[config.mk]
export PLATFORM = sky130hd
export DESIGN_NAME = zero_crossing_period_tracker_top
export DESIGN_NICKNAME = d
export VERILOG_FILES = /design/src/hw/rtl/zcpt_pkg.sv /design/src/hw/rtl/zcpt_avg.sv /design/src/hw/rtl/zero_crossing_period_tracker_top.sv
export VERILOG_INCLUDE_DIRS = /design/src /design/src/hw/rtl
export SDC_FILE = /design/constraint.sdc
export NUM_CORES = 2
export LEC_CHECK = 0
export BUFFER_PORTS_ARGS = -buffer_cell sky130_fd_sc_hd__clkbuf_2
export CELL_PAD_IN_SITES_DETAIL_PLACEMENT = 0
export CELL_PAD_IN_SITES_GLOBAL_PLACEMENT = 1
export CORE_MARGIN = 2
export CORE_UTILIZATION = 40
export DETAILED_ROUTE_END_ITERATION = 8
export MAX_ROUTING_LAYER = met4
export PLACE_DENSITY = 0.78
export SLEW_MARGIN = 20
export SYNTH_ARGS = -nofsm -noshare
export SYNTH_HDL_FRONTEND = slang
export SYNTH_SLANG_ARGS = --single-unit
[constraint.sdc]
create_clock -name i_clk -period 29.7 [get_ports i_clk]
set_clock_uncertainty 0.2 [all_clocks]
set_input_delay 1.485 -clock i_clk [delete_from_list [all_inputs] [get_ports i_clk]]
set_output_delay 1.485 -clock i_clk [all_outputs]
set_load 0.005 [all_outputs]
[src/hw/rtl/zero_crossing_period_tracker_top_macros.svh]
// ----------------------------------------------------------------------------
// Zero crossing period tracker: assertion macros
// Shared concurrent assertion forms used by the tracker RTL.
// ----------------------------------------------------------------------------
`ifndef ZERO_CROSSING_PERIOD_TRACKER_TOP_MACROS_SVH
`define ZERO_CROSSING_PERIOD_TRACKER_TOP_MACROS_SVH

// Condition must never hold outside reset
`define ZCPT_ASSERT_NEVER(lbl, clk, rst_n, cond, msg) \
    lbl: assert property (@(posedge clk) disable iff (!rst_n) !(cond)) else $error(msg);

// Consequent must hold in the same cycle as the antecedent
`define ZCPT_ASSERT_SAME(lbl, clk, rst_n, ante, cons, msg) \
    lbl: assert property (@(posedge clk) disable iff (!rst_n) (ante) |-> (cons)) \
        else $error(msg);

// Consequent must hold in the cycle after the antecedent
`define ZCPT_ASSERT_NEXT(lbl, clk, rst_n, ante, cons, msg) \
    lbl: assert property (@(posedge clk) disable iff (!rst_n) (ante) |=> (cons)) \
        else $error(msg);

`endif

[src/hw/rtl/zcpt_pkg.sv]
// ----------------------------------------------------------------------------
// Zero crossing period tracker package
// Shared widths, reset values and configuration register indexes.
// ----------------------------------------------------------------------------
package zcpt_pkg;

    // Default structural parameters
    localparam int SAMPLE_BITS_DEF   = 16;
    localparam int COUNT_BITS_DEF    = 16;
    localparam int AVG_FRAC_BITS_DEF = 8;

    // Averaging weight, Q1.16
    localparam int ALPHA_W    = 17;
    localparam int ALPHA_FRAC = 16;
    localparam int ALPHA_HALF = 1 << (ALPHA_FRAC - 1);
    localparam logic [ALPHA_W-1:0] ALPHA_ONE = ALPHA_W'(1 << ALPHA_FRAC);

    // Fixed field widths
    localparam int GAP_W     = 16;
    localparam int CLIP_W    = 16;
    localparam int SUM_W     = 48;
    localparam int CFG_IDX_W = 3;

    // Register reset values
    localparam int ALPHA_RST     = 32768;
    localparam int THRESH_RST    = 256;
    localparam int SLEW_RST      = 256;
    localparam int GAP_LIMIT_RST = 2560;
    localparam int MAX_RUN_RST   = 10;

    // Configuration register indexes
    typedef enum logic [CFG_IDX_W-1:0] {
        CFG_ALPHA     = 3'd0,
        CFG_THRESH    = 3'd1,
        CFG_SLEW      = 3'd2,
        CFG_GAP_LIMIT = 3'd3,
        CFG_MAX_RUN   = 3'd4,
        CFG_METRICS   = 3'd5
    } t_cfg_idx;

endpackage

[src/hw/rtl/zcpt_avg.sv]
// ----------------------------------------------------------------------------
// Zero crossing period tracker: period averager
// Holds the smoothed period and the big-gap run; applies one update per
// down crossing (exponential average, slew step or jump).
// ----------------------------------------------------------------------------
`include "zero_crossing_period_tracker_top_macros.svh"

module zcpt_avg
    import zcpt_pkg::*;
#(
    parameter int COUNT_BITS    = COUNT_BITS_DEF,
    parameter int AVG_FRAC_BITS = AVG_FRAC_BITS_DEF
) (
    input  logic                                i_clk,
    input  logic                                i_rst_n,
    input  logic                                i_update,
    input  logic [COUNT_BITS-1:0]               i_period,
    input  logic [ALPHA_W-1:0]                  i_alpha,
    input  logic [COUNT_BITS+AVG_FRAC_BITS-1:0] i_change_threshold,
    input  logic [COUNT_BITS+AVG_FRAC_BITS-1:0] i_slew_step,
    input  logic [COUNT_BITS+AVG_FRAC_BITS-1:0] i_gap_limit,
    input  logic [GAP_W-1:0]                    i_max_gap_run,
    output logic [COUNT_BITS+AVG_FRAC_BITS-1:0] o_avg_next
);

    localparam int AW  = COUNT_BITS + AVG_FRAC_BITS;
    localparam int DW  = AW + 1;
    localparam int PW  = DW + ALPHA_W + 1;
    localparam int FW  = PW - ALPHA_FRAC;
    localparam int SW  = AW + ALPHA_W + 1;
    localparam int STW = SW - ALPHA_FRAC;
    localparam logic [AW-1:0] ONE_Q = AW'(1) << AVG_FRAC_BITS;

    logic [AW-1:0]          r_avg;
    logic [GAP_W-1:0]       r_gap_run;
    logic [AW-1:0]          n_avg;
    logic [GAP_W-1:0]       n_gap_run;

    logic [ALPHA_W-1:0]     alpha_c;
    logic [AW-1:0]          meas;
    logic signed [DW-1:0]   delta;
    logic signed [PW-1:0]   prod;
    logic signed [PW-1:0]   prod_rnd;
    logic signed [FW-1:0]   diff;
    logic signed [FW-1:0]   thr_s;
    logic                   up_jump;
    logic                   dn_jump;
    logic [AW-1:0]          avg_ewma;
    logic [SW-2:0]          step_mul;
    logic [SW-1:0]          step_rnd;
    logic [STW-1:0]         stepv;
    logic [STW-1:0]         up_sum;
    logic [AW-1:0]          avg_up;
    logic [AW-1:0]          avg_dn;
    logic [AW-1:0]          avg_sel;
    logic [AW-1:0]          gap_dist;
    logic                   big_gap;
    logic [GAP_W-1:0]       gap_inc;
    logic                   jump;
    logic [AW-1:0]          avg_fin;
    logic [AW-1:0]          avg_upd;

    // Clamp the weight to one and form the measured period in Q.frac
    assign alpha_c = (i_alpha > ALPHA_ONE) ? ALPHA_ONE : i_alpha;
    assign meas    = {i_period, {AVG_FRAC_BITS{1'b0}}};

    // Exponential average as old + alpha * (meas - old), rounded half up
    assign delta    = $signed({1'b0, meas}) - $signed({1'b0, r_avg});
    assign prod     = $signed({1'b0, alpha_c}) * delta;
    assign prod_rnd = prod + PW'(ALPHA_HALF);
    assign diff     = prod_rnd[PW-1:ALPHA_FRAC];
    assign avg_ewma = AW'($signed({3'b000, r_avg}) + diff);

    // Detect an update beyond the change threshold in either direction
    assign thr_s   = $signed({3'b000, i_change_threshold});
    assign up_jump = diff > thr_s;
    assign dn_jump = diff < -thr_s;

    // Slew step size alpha * slew_step, rounded half up
    assign step_mul = alpha_c * i_slew_step;
    assign step_rnd = {1'b0, step_mul} + SW'(ALPHA_HALF);
    assign stepv    = step_rnd[SW-1:ALPHA_FRAC];

    // Saturating slew steps
    assign up_sum = STW'({2'b00, r_avg}) + stepv;
    assign avg_up = (|up_sum[STW-1:AW]) ? {AW{1'b1}} : up_sum[AW-1:0];
    assign avg_dn = (STW'({2'b00, r_avg}) > stepv) ?
                    AW'(STW'({2'b00, r_avg}) - stepv) : '0;

    always_comb begin
        if (up_jump) begin
            avg_sel = avg_up;
        end else if (dn_jump) begin
            avg_sel = avg_dn;
        end else begin
            avg_sel = avg_ewma;
        end
    end

    // Track the run of big gaps and jump once it grows past the limit
    assign gap_dist = (meas > avg_sel) ? (meas - avg_sel) : (avg_sel - meas);
    assign big_gap  = gap_dist > i_gap_limit;
    assign gap_inc = (r_gap_run != {GAP_W{1'b1}}) ? (r_gap_run + GAP_W'(1)) : r_gap_run;
    assign jump    = big_gap && (gap_inc > i_max_gap_run);
    assign avg_fin = jump ? meas : avg_sel;
    assign avg_upd = (avg_fin == '0) ? ONE_Q : avg_fin;

    assign n_avg     = i_update ? avg_upd : r_avg;
    assign n_gap_run = i_update ? (big_gap ? gap_inc : '0) : r_gap_run;
    assign o_avg_next = n_avg;

    // Hold average and gap run
    always_ff @(posedge i_clk) begin
        if (!i_rst_n) begin
            r_avg     <= ONE_Q;
            r_gap_run <= '0;
        end else begin
            r_avg     <= n_avg;
            r_gap_run <= n_gap_run;
        end
    end

    `ZCPT_ASSERT_NEVER(a_avg_nonzero, i_clk, i_rst_n, r_avg == '0, "average reached zero")
    `ZCPT_ASSERT_NEXT(a_avg_hold, i_clk, i_rst_n, i_rst_n && !i_update, $stable(r_avg),
        "average moved without a crossing")
    `ZCPT_ASSERT_NEXT(a_gap_clear, i_clk, i_rst_n, i_rst_n && i_update && !big_gap,
        r_gap_run == '0, "gap run not cleared after a small gap")

endmodule

[src/hw/rtl/zero_crossing_period_tracker_top.sv]
// Zero crossing period tracker. Takes one signed sample per transaction and
// returns one result per sample: the smoothed period between downward zero
// crossings (unsigned, AVG_FRAC_BITS fraction bits, never zero) plus, on the
// sample that completes a wave and with metrics enabled, the wave's lengths,
// peaks, clip count and sums of squares. A new sample is taken every clock
// unless the result channel stalls; each one passes an input register (where
// its square is formed) and then the result register. The period update at a
// crossing uses two multiplies in the result stage: the weighted difference
// and the slew step size. Configuration is written through a plain write port
// while the block is idle; the user must ensure this, the block does not check.
// ----------------------------------------------------------------------------
// Zero crossing period tracker top level
// Sample input stage, per-wave metric tracking and result register.
// ----------------------------------------------------------------------------
`include "zero_crossing_period_tracker_top_macros.svh"

module zero_crossing_period_tracker_top
    import zcpt_pkg::*;
#(
    parameter int SAMPLE_BITS   = SAMPLE_BITS_DEF,
    parameter int COUNT_BITS    = COUNT_BITS_DEF,
    parameter int AVG_FRAC_BITS = AVG_FRAC_BITS_DEF
) (
    input  logic                                        i_clk,
    input  logic                                        i_rst_n,
    // configuration write port
    input  logic                                        i_cfg_we,
    input  logic [CFG_IDX_W-1:0]                        i_cfg_index,
    input  logic [((COUNT_BITS+AVG_FRAC_BITS) > ALPHA_W ?
                   (COUNT_BITS+AVG_FRAC_BITS) : ALPHA_W)-1:0] i_cfg_data,
    // sample channel
    input  logic                                        i_in_valid,
    output logic                                        o_in_stall,
    input  logic signed [SAMPLE_BITS-1:0]               i_in_sample,
    // result channel
    output logic                                        o_out_valid,
    input  logic                                        i_out_stall,
    output logic [COUNT_BITS+AVG_FRAC_BITS-1:0]         o_out_avg_period,
    output logic                                        o_out_wave_done,
    output logic [COUNT_BITS-1:0]                       o_out_wave_len,
    output logic [COUNT_BITS-1:0]                       o_out_prev_wave_len,
    output logic [COUNT_BITS-1:0]                       o_out_pos_half_len,
    output logic [COUNT_BITS-1:0]                       o_out_neg_half_len,
    output logic [CLIP_W-1:0]                           o_out_clip_hits,
    output logic [SUM_W-1:0]                            o_out_full_sq_sum,
    output logic [SUM_W-1:0]                            o_out_pos_sq_sum,
    output logic [SUM_W-1:0]                            o_out_neg_sq_sum,
    output logic [SAMPLE_BITS-2:0]                      o_out_peak_high,
    output logic signed [SAMPLE_BITS-1:0]               o_out_peak_low
);

    localparam int AW    = COUNT_BITS + AVG_FRAC_BITS;
    localparam int SB    = SAMPLE_BITS;
    localparam logic signed [SB-1:0] SMP_MAXV = {1'b0, {(SB-1){1'b1}}};
    localparam logic signed [SB-1:0] SMP_MINV = {1'b1, {(SB-1){1'b0}}};

    // configuration registers
    logic [ALPHA_W-1:0]         r_alpha;
    logic [AW-1:0]              r_thresh;
    logic [AW-1:0]              r_slew;
    logic [AW-1:0]              r_gap_limit;
    logic [GAP_W-1:0]           r_max_run;
    logic                       r_metrics_en;

    // input stage
    logic                       r_in_valid;
    logic signed [SB-1:0]       r_in_sample;
    logic [SUM_W-1:0]           r_in_sq;
    logic signed [2*SB-1:0]     sq_prod;
    logic                       in_accept;
    logic                       out_free;
    logic                       fire;

    // per-wave state
    logic signed [SB-1:0]       r_prev;
    logic [COUNT_BITS-1:0]      r_count;
    logic [COUNT_BITS-1:0]      r_neg_len;
    logic [COUNT_BITS-1:0]      r_last;
    logic [SUM_W-1:0]           r_half_sq;
    logic [SUM_W-1:0]           r_neg_sq;
    logic signed [SB-1:0]       r_max;
    logic signed [SB-1:0]       r_min;
    logic [CLIP_W-1:0]          r_clip;

    logic signed [SB-1:0]       n_prev;
    logic [COUNT_BITS-1:0]      n_count;
    logic [COUNT_BITS-1:0]      n_neg_len;
    logic [COUNT_BITS-1:0]      n_last;
    logic [SUM_W-1:0]           n_half_sq;
    logic [SUM_W-1:0]           n_neg_sq;
    logic signed [SB-1:0]       n_max;
    logic signed [SB-1:0]       n_min;
    logic [CLIP_W-1:0]          n_clip;

    // result-stage logic
    logic                       s_pos;
    logic                       s_neg;
    logic                       up_x;
    logic                       dn_x;
    logic                       wave_done;
    logic [SUM_W:0]             acc_sum;
    logic [SUM_W-1:0]           acc1;
    logic [SUM_W:0]             full_sum;
    logic [SUM_W-1:0]           full_sq;
    logic signed [SB-1:0]       max1;
    logic signed [SB-1:0]       min1;
    logic                       clip_hit;
    logic [CLIP_W-1:0]          clip1;
    logic [COUNT_BITS-1:0]      pos_len;
    logic [AW-1:0]              avg_next;

    // result register
    logic                       r_out_valid;
    logic [AW-1:0]              r_out_avg;
    logic                       r_out_done;
    logic [COUNT_BITS-1:0]      r_out_wave_len;
    logic [COUNT_BITS-1:0]      r_out_prev_len;
    logic [COUNT_BITS-1:0]      r_out_pos_len;
    logic [COUNT_BITS-1:0]      r_out_neg_len;
    logic [CLIP_W-1:0]          r_out_clip;
    logic [SUM_W-1:0]           r_out_full_sq;
    logic [SUM_W-1:0]           r_out_pos_sq;
    logic [SUM_W-1:0]           r_out_neg_sq;
    logic [SB-2:0]              r_out_peak_high;
    logic signed [SB-1:0]       r_out_peak_low;

    // Write configuration registers
    always_ff @(posedge i_clk) begin
        if (!i_rst_n) begin
            r_alpha      <= ALPHA_W'(ALPHA_RST);
            r_thresh     <= AW'(THRESH_RST);
            r_slew       <= AW'(SLEW_RST);
            r_gap_limit  <= AW'(GAP_LIMIT_RST);
            r_max_run    <= GAP_W'(MAX_RUN_RST);
            r_metrics_en <= 1'b1;
        end else if (i_cfg_we) begin
            case (t_cfg_idx'(i_cfg_index))
                CFG_ALPHA:     r_alpha      <= i_cfg_data[ALPHA_W-1:0];
                CFG_THRESH:    r_thresh     <= i_cfg_data[AW-1:0];
                CFG_SLEW:      r_slew       <= i_cfg_data[AW-1:0];
                CFG_GAP_LIMIT: r_gap_limit  <= i_cfg_data[AW-1:0];
                CFG_MAX_RUN:   r_max_run    <= i_cfg_data[GAP_W-1:0];
                CFG_METRICS:   r_metrics_en <= i_cfg_data[0];
                default: begin
                end
            endcase
        end
    end

    // Handshake: the result register frees when empty or being taken
    assign out_free   = !r_out_valid || !i_out_stall;
    assign fire       = r_in_valid && out_free;
    assign o_in_stall = r_in_valid && !out_free;
    assign in_accept  = i_in_valid && !o_in_stall;

    // Square the sample on its way into the input register
    assign sq_prod = i_in_sample * i_in_sample;

    // Hold the accepted sample until the result stage takes it
    always_ff @(posedge i_clk) begin
        if (!i_rst_n) begin
            r_in_valid <= 1'b0;
        end else if (in_accept) begin
            r_in_valid <= 1'b1;
        end else if (fire) begin
            r_in_valid <= 1'b0;
        end
    end

    always_ff @(posedge i_clk) begin
        if (in_accept) begin
            r_in_sample <= i_in_sample;
            r_in_sq     <= SUM_W'($unsigned(sq_prod));
        end
    end

    // Classify the sample and the crossings
    assign s_pos = !r_in_sample[SB-1] && (|r_in_sample);
    assign s_neg = r_in_sample[SB-1];
    assign up_x  = r_prev[SB-1] && !s_neg;
    assign dn_x  = !r_prev[SB-1] && (|r_prev) && !s_pos;
    assign wave_done = dn_x && r_metrics_en;

    // Accumulate metrics for this sample, saturating
    assign acc_sum = {1'b0, r_half_sq} + {1'b0, r_in_sq};
    assign acc1    = !r_metrics_en ? r_half_sq :
                     (acc_sum[SUM_W] ? {SUM_W{1'b1}} : acc_sum[SUM_W-1:0]);
    assign max1    = (r_metrics_en && s_pos && (r_in_sample > r_max)) ? r_in_sample : r_max;
    assign min1    = (r_metrics_en && s_neg && (r_in_sample < r_min)) ? r_in_sample : r_min;
    assign clip_hit = (r_in_sample == SMP_MINV) || (r_in_sample == SMP_MAXV);
    assign clip1   = (r_metrics_en && clip_hit && (r_clip != {CLIP_W{1'b1}})) ?
                     (r_clip + CLIP_W'(1)) : r_clip;

    // Wave results at a down crossing
    assign pos_len  = (r_count > r_neg_len) ? (r_count - r_neg_len) : '0;
    assign full_sum = {1'b0, acc1} + {1'b0, r_neg_sq};
    assign full_sq  = full_sum[SUM_W] ? {SUM_W{1'b1}} : full_sum[SUM_W-1:0];

    // Advance per-wave state
    always_comb begin
        n_prev    = r_in_sample;
        n_neg_len = up_x ? r_count : r_neg_len;
        n_neg_sq  = up_x ? acc1 : (dn_x ? '0 : r_neg_sq);
        n_half_sq = (up_x || dn_x) ? '0 : acc1;
        n_max     = dn_x ? '0 : max1;
        n_min     = dn_x ? '0 : min1;
        n_clip    = dn_x ? '0 : clip1;
        n_last    = dn_x ? r_count : r_last;
        if (dn_x) begin
            n_count = COUNT_BITS'(1);
        end else if (r_count != {COUNT_BITS{1'b1}}) begin
            n_count = r_count + COUNT_BITS'(1);
        end else begin
            n_count = r_count;
        end
    end

    always_ff @(posedge i_clk) begin
        if (!i_rst_n) begin
            r_prev    <= '0;
            r_count   <= '0;
            r_neg_len <= '0;
            r_last    <= '0;
            r_half_sq <= '0;
            r_neg_sq  <= '0;
            r_max     <= '0;
            r_min     <= '0;
            r_clip    <= '0;
        end else if (fire) begin
            r_prev    <= n_prev;
            r_count   <= n_count;
            r_neg_len <= n_neg_len;
            r_last    <= n_last;
            r_half_sq <= n_half_sq;
            r_neg_sq  <= n_neg_sq;
            r_max     <= n_max;
            r_min     <= n_min;
            r_clip    <= n_clip;
        end
    end

    // Update the smoothed period at each down crossing
    zcpt_avg #(
        .COUNT_BITS    (COUNT_BITS),
        .AVG_FRAC_BITS (AVG_FRAC_BITS)
    ) u_avg (
        .i_clk              (i_clk),
        .i_rst_n            (i_rst_n),
        .i_update           (fire && dn_x),
        .i_period           (r_count),
        .i_alpha            (r_alpha),
        .i_change_threshold (r_thresh),
        .i_slew_step        (r_slew),
        .i_gap_limit        (r_gap_limit),
        .i_max_gap_run      (r_max_run),
        .o_avg_next         (avg_next)
    );

    // Load the result register; clear when the transaction is taken
    always_ff @(posedge i_clk) begin
        if (!i_rst_n) begin
            r_out_valid <= 1'b0;
        end else if (fire) begin
            r_out_valid <= 1'b1;
        end else if (!i_out_stall) begin
            r_out_valid <= 1'b0;
        end
    end

    always_ff @(posedge i_clk) begin
        if (fire) begin
            r_out_avg       <= avg_next;
            r_out_done      <= wave_done;
            r_out_wave_len  <= wave_done ? r_count : '0;
            r_out_prev_len  <= wave_done ? r_last : '0;
            r_out_pos_len   <= wave_done ? pos_len : '0;
            r_out_neg_len   <= wave_done ? r_neg_len : '0;
            r_out_clip      <= wave_done ? clip1 : '0;
            r_out_full_sq   <= wave_done ? full_sq : '0;
            r_out_pos_sq    <= wave_done ? acc1 : '0;
            r_out_neg_sq    <= wave_done ? r_neg_sq : '0;
            r_out_peak_high <= wave_done ? max1[SB-2:0] : '0;
            r_out_peak_low  <= wave_done ? min1 : '0;
        end
    end

    assign o_out_valid         = r_out_valid;
    assign o_out_avg_period    = r_out_avg;
    assign o_out_wave_done     = r_out_done;
    assign o_out_wave_len      = r_out_wave_len;
    assign o_out_prev_wave_len = r_out_prev_len;
    assign o_out_pos_half_len  = r_out_pos_len;
    assign o_out_neg_half_len  = r_out_neg_len;
    assign o_out_clip_hits     = r_out_clip;
    assign o_out_full_sq_sum   = r_out_full_sq;
    assign o_out_pos_sq_sum    = r_out_pos_sq;
    assign o_out_neg_sq_sum    = r_out_neg_sq;
    assign o_out_peak_high     = r_out_peak_high;
    assign o_out_peak_low      = r_out_peak_low;

    `ZCPT_ASSERT_SAME(a_avg_out_nonzero, i_clk, i_rst_n, o_out_valid,
        o_out_avg_period != '0, "result carries a zero average")
    `ZCPT_ASSERT_SAME(a_idle_fields_zero, i_clk, i_rst_n, o_out_valid && !o_out_wave_done,
        (o_out_wave_len == '0) && (o_out_full_sq_sum == '0) && (o_out_clip_hits == '0),
        "metric fields set without a completed wave")
    `ZCPT_ASSERT_SAME(a_full_covers_pos, i_clk, i_rst_n, o_out_valid && o_out_wave_done,
        o_out_full_sq_sum >= o_out_pos_sq_sum, "full-wave sum below positive half sum")
    `ZCPT_ASSERT_NEVER(a_crossing_excl, i_clk, i_rst_n, up_x && dn_x,
        "up and down crossing on one sample")
    `ZCPT_ASSERT_NEXT(a_count_restart, i_clk, i_rst_n, i_rst_n && fire && dn_x,
        r_count == COUNT_BITS'(1), "period count not restarted after a crossing")

endmodule
==> results.md <==
* Largest net degree at the start of global routing at 156
* RSZ-0062 raised after global routing: false
* Net Sw Frac at 53.9%
* R2R Path Start: u_avg.r_avg[0]$_SDFF_PN0_
* Clock sink total at 682
* # rows at 161
* Sequential power share at 11.2%
* Critical path's largest stage delay at 0.87 ns
* Endpoints failing hold at 0
* PortBufs at 329
* Layout cells sized above 1 at 7.46%
* I/O pins at 330
* CP endpoint kind: register
* Max Clk Rate at 46.4 MHz
* Peak VDD IR at 0.240 mV
* Worst rel slew slack at 19.9%
* CP Data Arrival Time at 21.92 ns
* Die Y-Extent at 443 microns
* Layout Nets at 10.5k
* Placed cell area at 0.0814 sq mm
* Total GRT Usage at 26.8%
* Total number of vias at 62.2k
* FF/Latch Area at 0.0169 sq mm
* Die Area at 0.196 sq mm
* Yosys cell types at 104
* Bufs on Longest Clock Path at 3
* Vias in the first global route at 62.6k
* Max stage delay cell, worst path: dfxtp_1
* Worst R2R Setup Slack at 8.16 ns
* Req. time, crit path at 30.08 ns
* Path category of the worst min-delay check: register to register
* Area Overhead vs Synth at 9.39%
* Grt ovf at 0
* DR pass1 iterations at 8
* Post-synth ARST share at 0%
* Kind of critical path: register to register
* Die width at 443 microns
* Slew @ Worst Pin at 1.19 ns
* Startpoint Class: register
* CTS tree: done
* Hold_buf cts at 0
* Gate power share at 79.1%
* Cells after synthesis at 8672
* Syn. warnings at 0
* Area occupied by multi-input gates at 0.0534 sq mm
* CTS root buffer: clkbuf_16
* CTS clock-pin slew for the worst setup and hold paths at 0.06 ns
* #FFs+latches synth at 682
* Psw at 5960 uW
* Post CTS Setup Buffer Count at 0
* Drt total wl at 257 mm
* Detailed Place HPWL at 203 mm
* Worst setup path startpoint: u_avg.r_avg[0]$_SDFF_PN0_
* Pint at 5110 uW
* Min cycle time layout at 21.54 ns
* P_leak at 0.0399 uW
* First-pass GRT wire length at 391 mm
* Terminus of the critical flop-to-flop path: o_out_avg_period[8]$_DFFE_PP_
* Critical path peak fanout at 34
* Core Region at 0.192 sq mm
* DR vias/cell at 5.45
* Iter 0 DRT Violations at 5076
* EDFF count, synth at 326
* PnR worst setup slack at 8.16 ns
* Outcome: complete, no violations
* Sequential share of the synthesized area at 22.0%
* Most common cell on crit path: a21oi_1
* Pre-CTS WS at 8.57 ns
* Worst R2R Path Depth at 73
* Layout Cells excl Fill at 11.4k
* Post-CTS resize count at 0
* Slew Limit Fails at 0
* Wire per inst at 22.5 microns
* Initial core utilization at 40.1%
* Final GP Congestion at 1.02
* Worst-skew pair later-pin latency at 0.75 ns
* Count of final setup violators at 0
* Synthesized Nets at 10.4k
* Mean area per synthesized cell at 8.88 sq um
* DRC violations left at 0
* Layout fillers at 18.8k
* Setup tns final at 0 ns
* Placed Cells at 11.3k
* Initial antenna violation count at 6
* Antenna-violating nets left at 0
* Cts bufs inserted at 79
* Period utilization at 72.5%
* Commonest register cell after synthesis: dfxtp_1
* PwrDens at 131 mW/mm^2
* Max H-tree Level at 3
* Post-route cell area at 0.0843 sq mm
* Critical Path Sink: o_out_avg_period[8]$_DFFE_PP_
* Max-cap violations at 0
* Syn Std Cell Area at 0.0770 sq mm
* Clk pwr share at 9.6%
[cells in the final DEF (no fill, tap or decap), drive strengths merged, types with 22 or more instances in the layout]
cell type and count:
nor3 106, dfxtp 356, buf 104, and2 248
edfxtp 326, a211oi 27, nor2 701, inv 1465
clkinv 27, nand4 70, xnor2 247, o211ai 29
clkbuf 433, o21a 45, a21o 123, mux2i 24
a22o 92, a22oi 22, o21ai 216, nor4 28
a21oi 546, nand2b 56, nand2 1049, and3 210
a31oi 43, o21bai 53, o31ai 23, nor2b 66
or3 28, nand3 93, xor2 98, ha 682
fa 991
[metal layers]
layer / part of all wire, % / track usage [%] / wire, microns
met1: 44 / 36.0 / 113000
met2: 45 / 41.1 / 115000
met3: 6.3 / 3.22 / 16200
met4: 5.1 / 11.3 / 13100
met5: 0 / - / 0
[metrics by stage]
stage	hold slack (ns)	util, %	total power, uW
finish	0.251	43.9	11100
global route	0.270	43.9	12000
CTS	0.251	43.9	11000
detailed placement	0.244	42.4	9860
global placement	0.240	42.4	9790
floorplan	0.230	-	7320
[flip-flops by register name (all words and copies together), names as in the netlist, 17 cells and up]
| name | flops |
|---|---|
| r_gap_limit | 24 |
| r_half_sq | 48 |
| o_out_pos_sq_sum | 48 |
| u_avg.r_avg | 24 |
| r_in_sq | 30 |
| o_out_neg_sq_sum | 48 |
| o_out_avg_period | 24 |
| r_alpha | 17 |
| r_neg_sq | 48 |
| o_out_full_sq_sum | 48 |
| r_thresh | 24 |
| r_slew | 24 |
[worst min path at each step]
| stage | start | to | slack [ns] | cells after the start |
|---|---|---|---|---|
| 3_5_place_dp | r_last[3]$_SDFFE_PN0P_ | r_last[3]$_SDFFE_PN0P_ | 0.24 | 2 |
| 5_1_grt | r_last[5]$_SDFFE_PN0P_ | r_last[5]$_SDFFE_PN0P_ | 0.27 | 2 |
| 4_1_cts | r_last[3]$_SDFFE_PN0P_ | r_last[3]$_SDFFE_PN0P_ | 0.25 | 2 |
| 3_3_place_gp | r_last[1]$_SDFFE_PN0P_ | r_last[1]$_SDFFE_PN0P_ | 0.24 | 2 |
| 2_1_floorplan | r_max[15]$_SDFFE_PN0P_ | r_max[15]$_SDFFE_PN0P_ | 0.23 | 2 |
| 6_report | r_max[15]$_SDFFE_PN0P_ | r_max[15]$_SDFFE_PN0P_ | 0.25 | 2 |
[logic make-up after synthesis]
kind of cell / synth area share, %
compound gates: 11.7
xor+xnor: 3.95
fa+ha+maj: 36.8
buf+inv: 8.93
flops: 22.0
mux: 0.370
simple gates: 16.3
[worst max-delay path, delay by kind of cell, from the launching register on]
family                   cells  cell delay (ns)
AO/OA/AOI/OAI               36             9.50
XOR/XNOR                     2             1.36
adder cells (fa/ha/maj)     10             4.41
buffers and inverters        6             0.85
flip-flops                   1             0.87
multiplexers                 2             0.60
AND/OR/NAND/NOR             17             3.54
[cell usage after synthesis (all sizes together), types with 24 or more instances]
master	number	area, sq um
o21ai	216	1080
nand2	1049	3940
nor4	28	194
o21a	45	338
fa	991	19800
edfxtp	326	9790
xor2	98	858
a31oi	43	275
clkbuf	336	1260
a21o	123	923
and3	210	1310
nor2b	66	413
nand4	70	438
and2	248	1550
o211ai	29	218
ha	682	8530
nor3	106	547
buf	30	131
o21bai	53	398
nor2	701	2640
mux2i	24	240
a21oi	546	2740
a211oi	27	213
nand3	93	470
or3	28	175
nand2b	56	350
inv	1454	5460
a22o	92	806
xnor2	247	2160
dfxtp	356	7130
[power by group through the flow]
| stage | combinational, uW | sequential (uW) | clock, uW |
|---|---|---|---|
| final | 8760 | 1250 | 1060 |
| after global routing | 9630 | 1250 | 1120 |
| after CTS | 8650 | 1240 | 1080 |
| after detailed placement | 8600 | 1260 | 0 |
| after global placement | 8530 | 1260 | 0 |
| after floorplan | 6100 | 1220 | 0 |
[layout make-up]
| type | instances | share of cell area (%) |
|---|---|---|
| sequential | 682 | 20.1 |
| clock inverter | 44 | 0.728 |
| multi-input combinational | 6163 | 63.4 |
| inverter | 1461 | 6.52 |
| tap | 2526 | 3.75 |
| clock buffer | 104 | 2.58 |
| timing repair buffer | 433 | 2.91 |
| antenna | 3 | 0.00891 |
(Power assumes the default switching activity.)
